--- src/rtl/fts_pkg.sv ---
// Shared constants, types and helper functions for the flat triangle shading block.
// Holds the field widths, the block-scaling helpers and the intensity table.
// No dependencies.
package fts_pkg;

    localparam int COORD_WIDTH = 32;
    localparam int IDX_BITS = 8;
    localparam int INTENSITY_TABLE_DEPTH = 1 << IDX_BITS;

    localparam int EDGE_BITS = 30;
    localparam int VEC_BITS = 12;

    localparam int DIFF_W = COORD_WIDTH + 1;
    localparam int EDGE_W = EDGE_BITS + 1;
    localparam int NORM_W = 2 * EDGE_W;
    localparam int VEC_W = VEC_BITS + 1;
    localparam int DOT_W = 2 * VEC_BITS + 3;
    localparam int SQ_W = 2 * VEC_BITS + 2;
    localparam int DMAG_W = DOT_W - 1;
    localparam int DEN_W = 2 * SQ_W;
    localparam int COLOR_W = 32;
    localparam int CHAN_W = 8;
    localparam int Q15_W = 16;
    localparam int Q15_FRAC = 15;
    localparam int MAG_W = 64;
    localparam int LEN_W = 7;
    localparam int CFG_IDX_W = 2;

    localparam logic [Q15_W-1:0] FLOOR_Q15 = 16'd22938;

    localparam logic [CFG_IDX_W-1:0] REG_CAM_X = 2'd0;
    localparam logic [CFG_IDX_W-1:0] REG_CAM_Y = 2'd1;
    localparam logic [CFG_IDX_W-1:0] REG_CAM_Z = 2'd2;

    typedef logic [MAG_W-1:0] mag_t;
    typedef logic signed [VEC_W-1:0] vec_t;
    typedef logic signed [COORD_WIDTH-1:0] coord_t;
    typedef logic [INTENSITY_TABLE_DEPTH-1:0][Q15_W-1:0] rom_t;

    // Bit length of a magnitude: position of the highest set bit plus one.
    function automatic logic [LEN_W-1:0] bit_len(mag_t x);
        logic [LEN_W-1:0] n;
        n = '0;
        for (int i = 0; i < MAG_W; i++)
        begin
            if (x[i])
            begin
                n = LEN_W'(i + 1);
            end
        end
        return n;
    endfunction

    // Shift a magnitude by the amount that brings the whole vector below 2^bits.
    // The OR of all magnitudes has the same bit length as their maximum.
    function automatic mag_t scale_mag(mag_t m, mag_t orv, int bits);
        logic [LEN_W-1:0] len;
        logic [LEN_W-1:0] s;
        len = bit_len(orv);
        s = (len > LEN_W'(bits)) ? len - LEN_W'(bits) : '0;
        return m >> s;
    endfunction

    function automatic logic [31:0] pow10_q15(logic [31:0] y);
        logic [31:0] y2;
        logic [31:0] y4;
        logic [31:0] y8;
        logic [31:0] p;
        y2 = (y * y) >> Q15_FRAC;
        y4 = (y2 * y2) >> Q15_FRAC;
        y8 = (y4 * y4) >> Q15_FRAC;
        p = (y8 * y2) >> Q15_FRAC;
        return p;
    endfunction

    // Entry i is the largest y in Q1.15 whose tenth power does not exceed i/DEPTH.
    function automatic rom_t build_rom();
        rom_t r;
        logic [31:0] t;
        logic [31:0] lo;
        logic [31:0] hi;
        logic [31:0] mid;
        for (int i = 0; i < INTENSITY_TABLE_DEPTH; i++)
        begin
            t = 32'((i * 32768) / INTENSITY_TABLE_DEPTH);
            lo = 32'd0;
            hi = 32'd32768;
            for (int k = 0; k < 17; k++)
            begin
                if (lo < hi)
                begin
                    mid = (lo + hi + 32'd1) >> 1;
                    if (pow10_q15(mid) <= t)
                    begin
                        lo = mid;
                    end
                    else
                    begin
                        hi = mid - 32'd1;
                    end
                end
            end
            r[i] = lo[Q15_W-1:0];
        end
        return r;
    endfunction

    localparam rom_t INTENSITY_ROM = build_rom();

endpackage

--- src/rtl/fts_shade.sv ---
// Intensity lookup with the 0.7 floor, then scaling of the red, green and blue channels.
// Two register stages. Depends on fts_pkg.
module fts_shade (
    input  logic                          clk,
    input  logic                          rst_n,
    input  logic                          in_valid,
    input  logic [fts_pkg::COLOR_W-1:0]   in_color,
    input  logic                          in_floor,
    input  logic [fts_pkg::IDX_BITS-1:0]  in_idx,
    output logic                          out_valid,
    output logic [fts_pkg::CHAN_W-1:0]    out_red,
    output logic [fts_pkg::CHAN_W-1:0]    out_green,
    output logic [fts_pkg::CHAN_W-1:0]    out_blue,
    output logic [fts_pkg::CHAN_W-1:0]    out_alpha
);
    import fts_pkg::*;

    localparam int PRD_W = CHAN_W + Q15_W;

    logic [1:0] valid_reg;
    logic [COLOR_W-1:0] color_reg;
    logic [Q15_W-1:0] inten_reg;
    logic [CHAN_W-1:0] red_reg;
    logic [CHAN_W-1:0] green_reg;
    logic [CHAN_W-1:0] blue_reg;
    logic [CHAN_W-1:0] alpha_reg;

    logic [Q15_W-1:0] entry;
    logic [Q15_W-1:0] inten_next;
    logic [PRD_W-1:0] red_prd;
    logic [PRD_W-1:0] green_prd;
    logic [PRD_W-1:0] blue_prd;

    always_comb
    begin
        entry = INTENSITY_ROM[in_idx];
        inten_next = (in_floor || entry < FLOOR_Q15) ? FLOOR_Q15 : entry;
        red_prd = color_reg[CHAN_W-1:0] * inten_reg;
        green_prd = color_reg[2*CHAN_W-1:CHAN_W] * inten_reg;
        blue_prd = color_reg[3*CHAN_W-1:2*CHAN_W] * inten_reg;
    end

    always_ff @(posedge clk or negedge rst_n)
    begin
        if (!rst_n)
        begin
            valid_reg <= '0;
        end
        else
        begin
            valid_reg <= {valid_reg[0], in_valid};
        end
    end

    always_ff @(posedge clk)
    begin
        color_reg <= in_color;
        inten_reg <= inten_next;
        red_reg <= red_prd[Q15_FRAC+CHAN_W-1:Q15_FRAC];
        green_reg <= green_prd[Q15_FRAC+CHAN_W-1:Q15_FRAC];
        blue_reg <= blue_prd[Q15_FRAC+CHAN_W-1:Q15_FRAC];
        alpha_reg <= color_reg[4*CHAN_W-1:3*CHAN_W];
    end

    assign out_valid = valid_reg[1];
    assign out_red = red_reg;
    assign out_green = green_reg;
    assign out_blue = blue_reg;
    assign out_alpha = alpha_reg;

endmodule

--- config.mk ---
export PLATFORM = sky130hd
export DESIGN_NAME = fts_shade
export DESIGN_NICKNAME = d
export VERILOG_FILES = /design/src/rtl/fts_pkg.sv /design/src/rtl/fts_shade.sv
export SDC_FILE = /design/constraint.sdc
export NUM_CORES = 1
export LEC_CHECK = 0
export BUFFER_PORTS_ARGS = -buffer_cell sky130_fd_sc_hd__buf_2
export CAP_MARGIN = 20
export CORE_MARGIN = 5
export CORE_UTILIZATION = 45
export DETAILED_ROUTE_END_ITERATION = 8
export PLACE_DENSITY = 0.7
export SLEW_MARGIN = 25
export SYNTH_ARGS = -nofsm -noshare
export SYNTH_HDL_FRONTEND = slang
export SYNTH_SLANG_ARGS = --single-unit
--- constraint.sdc ---
create_clock -name clk -period 5.1 [get_ports clk]
set_input_delay 1.02 -clock clk [delete_from_list [all_inputs] [get_ports clk]]
set_output_delay 1.02 -clock clk [all_outputs]
set_load 0.02 [all_outputs]
==> run summary, run 1 <==
The run finished with clean final reports. Async set-reset flop share out of synthesis: 2.47%. The detailed router finished its first iteration with 1023 violations. The tools report the number of antenna violations at the first check in global routing as 1. The number of flip-flops in the largest register was 32; the synthesized net count was 2250.

The number of port buffers was 76; the number of global-route vias before repair was 14100. For this run, global-route usage on met1 was measured as 30.4%. The count of nets left with antenna violations once routing finished came out at 0. For hold timing, the worst endpoint is out_alpha[1]. Timing would allow up to 205 MHz.

Data on the critical path is required at its endpoint by 5.34 ns. The startpoint identified for the worst hold timing path is color_reg[25]. The number of clock sinks seen by CTS is 81. After clock tree synthesis, the clock-pin slew on the worst setup and hold paths is 0.07 ns. The tool flagged a number of max-cap violations equal to 0. Number of hold violations in the final report: 0. In this run the tightest slew margin relative to its limit is 25.9%. Ranked by total cell area, the synthesized netlist is headed by sky130_fd_sc_hd__fa_1, sky130_fd_sc_hd__ha_1, sky130_fd_sc_hd__and2_1. Cts-stage hold buffer count: 0. Of the post-synthesis cell area, the dominant cell type holds 29.7%. The cell sitting at the root of the clock tree is a sky130_fd_sc_hd__clkbuf_16. The tools report the final global-route overflow total as 0. The share of layout cells above drive strength 1 came out at 12.3%. The clock arrives with 0.0121 ns of skew. For the number of detailed-routing iterations run before antenna repair, the log shows 8. Across every metal layer, demand over resource in global routing totals 23.4%. Share of the cycle needed by the critical path after routing: 95.6%. The mean cell area of the mapped netlist is 8.65 um2.

The number of antenna diodes in the final layout is 0. On the critical path the largest part of the delay comes from adder cells. The global-route layer with the greatest usage was met2. The area inside the core boundary is 34500 um2.

For this design the ratio of total power to cell area is 387 nW/um2. Worst flop-to-flop path startpoint: color_reg[10]. Across the VDD grid, the largest voltage drop is 0.310 mV. Setup repair after global routing left no endpoint under its margin.

The synthesized netlist occupies a cell area of 15700 um2. The critical-path cell with the highest stage delay was sky130_fd_sc_hd__fa_1. Class of the most critical hold timing path: reg -> reg. Library cell appearing most often on the critical path: sky130_fd_sc_hd__fa_1. In this run the critical register-to-register path is captured at out_green[6].

Post-CTS timing repair inserted 0 buffers for setup. TritonCTS built the clock tree. The clock reaches the later pin of the worst-skew pair after 0.36 ns. Of the synthesized area, sequential elements account for 10.4%.

The number of clock buffers added by TritonCTS is 9. The die covers 38800 um2. The filler cell count is 3276, and the number of enable flip-flop cells after synthesis is 0. The logs give 1650 um2 for the register cell area after layout and 0 for the yosys synthesis warning count. The critical path in this run is classified as reg -> reg. Flip-flop cell with the highest count after synthesis: sky130_fd_sc_hd__dfxtp_1.

Measured in cells, the most critical reg-to-reg path has a length of 18. In this run the worst path has a maximum fanout of 8. After the last flow step, the layout net total stands at 2309.

The worst hold path was traced through 0 stages. Setup total negative slack on the finished layout was measured at 0 ns. The clock passes through at most 2 buffers. The completed layout was analyzed and its total power is 0.00669 W.

The tools report the critical path startpoint category as a flop. The post-detailed-route wirelength per cell works out to 18.8 um. The critical path capture point type is a flop. The clock period could shrink to 4.88 ns. In the synthesized netlist, the cells that appear most often are sky130_fd_sc_hd__and2_1, sky130_fd_sc_hd__inv_1, sky130_fd_sc_hd__fa_1. 77 I/O pins were placed.

The die outline width is 197 um. Summing over every cut layer, the via total after detailed routing is 13300. The run gives 44100 um as the final wirelength. The transition time at the pin with the least slew margin was 1.11 ns. In the routed layout, each cell is associated on average with a via count of 5.68.

The count of final setup violators came out at 0. The run gives 0 as the number of max-slew violations in the final report. The vertical die dimension is 197 um, and the maximum single-stage delay on the critical path is 0.52 ns. Summed over all cells, the static leakage comes to 8.42 nW.

Relative to the synthesized area, the layout overhead comes to 9.71%. The placer's final routability congestion estimate was 1.06; the count of unresolved DRC violations after routing was 0. The starting density of the core was 45.6%.

The critical path goes through buf_12 -> and2_1 -> fa_1 -> fa_1 -> fa_1 -> inv_1 -> fa_1 -> inv_1 -> ha_1 -> a2111oi_4 -> o21ai_2 -> a2111oi_2 -> buf_4 -> nor2_1 -> o211ai_1 -> o21ai_1 -> buf_4 -> xor2_1. Summed over all nets, the half-perimeter wirelength after detailed placement is 34800 um. The tools report the pin count of the biggest net entering global routing as 74. The most common cell in the netlist was sky130_fd_sc_hd__and2_1.

The first global-routing pass estimated 73700 um of wire. Across all register-to-register paths, the minimum setup slack is 0.22 ns. The logs give 3 for the number of levels the H-tree was split into and 38.0% for the met2 track demand over resource in global routing. The count of unique library cells instantiated by Yosys was 76; the total area of multi-input combinational cells was 12600 um2. Row generation in the floorplan step produced 68 rows. After synthesis the netlist holds a flip-flop and latch count of 81. The synthesized design spends more area on one cell type than any other, namely sky130_fd_sc_hd__fa_1. Number of cells produced by synthesis: 1821. At the worst endpoint, the arrival time is 5.12 ns. The met3 usage in global routing was 5.54%; the count of buffering cells on the critical path with inverters included was 5.
## final cells by class
| class | instances | share of cell area (%) |
|---|---|---|
| Sequential cell | 81 | 9.54 |
| Inverter | 261 | 5.67 |
| Timing Repair Buffer | 170 | 6.55 |
| Clock inverter | 7 | 0.456 |
| Clock buffer | 9 | 1.30 |
| Multi-Input combinational cell | 1357 | 73.2 |
| Tap cell | 455 | 3.30 |
## report_power, final
group	internal, W	switching, W	leakage, nW
combinational	0.00227	0.00286	7.58
sequential	0.000795	0.0000842	0.687
clock	0.000352	0.000339	0.151
## cell usage in the layout (no fill, tap or decap), types with 9 or more instances in the layout
master and count:
sky130_fd_sc_hd__nor2b_1 30, sky130_fd_sc_hd__buf_2 74, sky130_fd_sc_hd__and2_1 301, sky130_fd_sc_hd__a31oi_1 11
sky130_fd_sc_hd__buf_4 92, sky130_fd_sc_hd__clkbuf_16 9, sky130_fd_sc_hd__a21oi_1 51, sky130_fd_sc_hd__o311ai_0 12
sky130_fd_sc_hd__or3_1 12, sky130_fd_sc_hd__o21ai_0 59, sky130_fd_sc_hd__nand3_1 16, sky130_fd_sc_hd__and3_1 10
sky130_fd_sc_hd__o31ai_1 10, sky130_fd_sc_hd__o221ai_1 11, sky130_fd_sc_hd__xnor2_1 16, sky130_fd_sc_hd__ha_1 151
sky130_fd_sc_hd__inv_1 259, sky130_fd_sc_hd__dfxtp_1 66, sky130_fd_sc_hd__nor3_1 23, sky130_fd_sc_hd__a211oi_1 27
sky130_fd_sc_hd__a211o_1 9, sky130_fd_sc_hd__a21o_1 11, sky130_fd_sc_hd__dfxtp_2 13, sky130_fd_sc_hd__nand2b_1 25
sky130_fd_sc_hd__fa_1 234, sky130_fd_sc_hd__o211ai_1 16, sky130_fd_sc_hd__nand2_1 121, sky130_fd_sc_hd__nor2_1 61
## per-layer routing
layer / part of all wire (%) / vias to the layer above
li1: - / 6027
met3: 8.2 / 141
met1: 40 / 6537
met2: 47 / 590
met5: 0.029 / -
met4: 4.4 / 2
## timing repair
item,in CTS,in global routing
gates resized for setup,0,25
endpoints found under the setup margin,0,10
hold endpoints to repair,0,0
## metrics by stage
stage	worst slack [ns]	area, um2	hold slack (ns)	utilization, %	cells
floorplan	0.395	15700	0.310	-	1821
global placement	0.225	16900	0.315	49.0	2324
detailed placement	0.153	16900	0.315	49.0	2324
CTS	0.109	17200	0.333	49.8	2340
global route	0.00551	17300	0.343	50.0	2340
finish	0.225	17300	0.331	50.0	2340
## logic make-up (layout without fill, tap and decap cells)
kind of cell / count (synthesis) / after routing / share of synthesized area [%]
other: 1 / 1 / 0.0238
flip-flops: 81 / 81 / 10.4
multiplexers: 16 / 16 / 1.45
XOR/XNOR: 24 / 24 / 1.33
AO/OA/AOI/OAI: 297 / 297 / 13.2
AND/OR/NAND/NOR: 634 / 634 / 22.3
buffers and inverters: 383 / 447 / 9.61
adder cells (fa/ha/maj): 385 / 385 / 41.7
## worst max-delay path by stage
stage / from / to / slack, ns / cells after the start
floorplan: inten_reg[0] / out_blue[7] / 0.39 / 19
global placement: inten_reg[4] / out_green[6] / 0.23 / 18
detailed placement: inten_reg[4] / out_blue[7] / 0.15 / 18
CTS: color_reg[10] / out_green[7] / 0.11 / 18
global route: inten_reg[4] / out_blue[7] / 0.006 / 18
finish: color_reg[10] / out_green[6] / 0.22 / 18
No activity file was read; power rests on OpenSTA's default activity.
==> inputs of run 2 (changes only) <==
==> constraint.sdc (replaced) <==
create_clock -name clk -period 5.1 [get_ports clk]
set_input_delay 0.255 -clock clk [delete_from_list [all_inputs] [get_ports clk]]
set_output_delay 0.255 -clock clk [all_outputs]
set_load 0.02 [all_outputs]
==> run 2 against run 1 <==
Against the previous run:
- register-to-register slack better by 0.02 ns
- routed wire length is 0.26% higher
- hold slack worse by 0.32 ns
- non-clock buffer count is 9 higher
- cell count is 0.38% higher
- clock-buffer cell count stayed put
- design area is 0.62% higher
- combinational power hardly changed
- sequential power hardly changed
- first-iteration DRC count is 17% higher
- sequential cell count stayed put
- setup slack better by 0.018 ns
- largest cell class unchanged
==> run summary, run 2 (same netlist as run 1, synthesis figures left out) <==
The run finished with clean final reports. On the final layout, the worst clock skew is 0.0129 ns. The number of hold violations in the final report is 0.

No sink is reached through more buffers than the 2 on the longest clock path. For this design the ratio of total power to cell area is 385 nW/um2. The run gives 1192 as the number of DRC violations after detailed-routing iteration 0. The total CTS buffers is 9, and the final global-route overflow total is 0.

The top cell types in the final layout, fill and taps aside, are sky130_fd_sc_hd__and2_1, sky130_fd_sc_hd__inv_1, sky130_fd_sc_hd__fa_1, sky130_fd_sc_hd__ha_1, sky130_fd_sc_hd__nand2_1. The first detailed-routing pass ran for 6 iterations. The clock drives 81 sinks.

For the met3 usage in global routing, the log shows 3.97%. The layer flagged by global routing as most heavily used is met2. The H-tree generated during clock tree synthesis spans 3 levels.

The run gives 0 as the post-CTS setup repair buffer count. Number of antenna violations at the first check in global routing: 2. The layout net count is 2318. The worst-case IR drop observed on VDD is 0.342 mV.

After detailed routing, the average wire length per cell comes to 18.8 um. The post-detailed-placement half-perimeter wirelength was 34100 um; the final wirelength was 44200 um. Die outline width: 197 um. The combined global-route utilization of all metal layers was 23.1%; the clock transition at the register clock pins on the worst setup and hold paths after CTS was 0.07 ns. The largest single stage delay on the critical path is 0.50 ns. The antenna diode instance count is 0, and the count of final setup violators is 0. Cells with a size suffix above 1 make up 11.6% of the layout.

The biggest fanout along the worst timing path was 9. Minimum clock period: 4.86 ns. The worst setup path is launched from a flop.

In the global route stage, met2 resource usage came out at 37.9%. The arrival time reported for the critical path endpoint was 5.11 ns; the timing-limited maximum frequency was 206 MHz. From synthesis to final layout, the design area changed by 10.4%. Dividing the detail-routed via count by the number of cells gives 5.59. For the final routed database, the setup TNS stands at 0 ns.

Setup repair after global routing left no endpoint under its margin. The floorplan step set the die height to 197 um. After floorplanning, the core was sized to cover 34500 um2. In this design, the critical path's most frequently occurring cell is sky130_fd_sc_hd__fa_1. Clock tree synthesis selected as its root buffer the cell sky130_fd_sc_hd__clkbuf_16. Walking the worst path, the cells encountered are and2_1 -> fa_1 -> fa_1 -> fa_1 -> inv_1 -> fa_1 -> inv_1 -> ha_1 -> and3_1 -> o311a_1 -> a2111oi_2 -> buf_4 -> nor2_1 -> o211ai_1 -> o21ai_1 -> buf_4 -> xor2_1. The initialized floorplan defines 68 standard-cell rows. The floorplan step defined a die boundary enclosing 38800 um2.

Of the available clock period, the critical path in the final layout requires 95.2%. The run gives 0.37 ns as the clock network latency to the later pin of the worst-skew pair. The register with the most flip-flops in the layout has 32 of them. The starting density of the core is 45.6%, and the overall via count from detail_route is 13100.

The number of max-slew violations in the final report was 0. On the critical path, the stage with the largest delay is an instance of sky130_fd_sc_hd__fa_1. The path class of the tightest hold or removal check is in -> reg.

The congestion estimate from routability-driven global placement came to 1.01. The run gives 0 as the max capacitance violation total. By startpoint and endpoint, the worst setup path is classified as reg -> reg. The first-pass GRT wire length is 72400 um, and the standby leakage power is 8.42 nW. In the routed design, unresolved DRC markers number 0. The most common cell after layout, fill and taps aside was sky130_fd_sc_hd__and2_1. Once detail routing completed, the nets flagged for antenna violations numbered 0. Final hold analysis gives a worst-case slack of 0.0114 ns. STA classifies the critical path endpoint as a flop. Count of boundary I/O pins: 77. The relative slew slack was 42.2%; the pin count of the biggest net entering global routing was 85.

For the pin with the worst max-slew slack, the measured transition is 0.866 ns. For the met1 global-route usage, the log shows 31.1%. The number of port buffers was 76; the required time of the critical path was 5.35 ns.

Number of global-route vias before repair: 13700. TritonCTS built the clock tree.
==> run 2: area by class of cell <==
type                       instances  area (um2)
fill                            3317       17200
multi-input combinational       1357       12600
sequential                        81        1660
timing repair buffer             179        1240
inverter                         261         980
tap                              455         569
clock buffer                       9         225
clock inverter                     7        86.3
==> run 2: worst max-delay path: cells and delay by family, from the launching register on <==
family	cells	cell delay (ns)
compound gates	4	1.08
buf+inv	4	0.42
simple gates	3	0.45
xor+xnor	1	0.14
fa+ha+maj	5	2.17
flops	1	0.47
==> run 2: report_power, final <==
| group | internal [W] | switching, W |
|---|---|---|
| logic | 0.00225 | 0.00286 |
| clock network | 0.000350 | 0.000350 |
| registers | 0.000796 | 0.0000872 |
| total | 0.00340 | 0.00329 |
==> run 2: path summary, 6_finish.rpt <==
check	from	to	slack [ns]	depth (start not counted)
min reg2reg	color_reg[25]	out_alpha[1]	0.33	0
max in group asynchronous	rst_n	valid_reg[1]	4.80	2
max reg2reg	color_reg[14]	out_green[6]	0.24	17
max	color_reg[14]	out_green[6]	0.24	17
min	in_color[7]	color_reg[7]	0.01	1
min in group asynchronous	rst_n	valid_reg[0]	0.21	2
==> run 2: metrics by stage <==
step	power (W)	instance area, um2	utilization, %	std cells	worst slack [ns]
final	0.00669	17400	50.3	2349	0.243
after global routing	0.00749	17400	50.3	2349	0.00566
after CTS	0.00671	17300	50.2	2349	0.127
after detailed placement	0.00592	16700	48.5	2305	0.159
after global placement	0.00577	16700	48.5	2305	0.214
after floorplan	0.00449	15700	-	1821	0.395
==> run 2: timing repair <==
item,in CTS,in global routing
endpoints found under the hold margin,29,0
endpoints found under the setup margin,0,8
gates resized for setup,0,30
hold buffers,28,0
==> run 2: per-layer routing <==
| metal | wire, um | vias to the layer above |
|---|---|---|
| li1 | - | 6052 |
| met1 | 18600 | 6452 |
| met2 | 20700 | 515 |
| met3 | 3300 | 115 |
| met4 | 1570 | 0 |
| met5 | 0 | - |
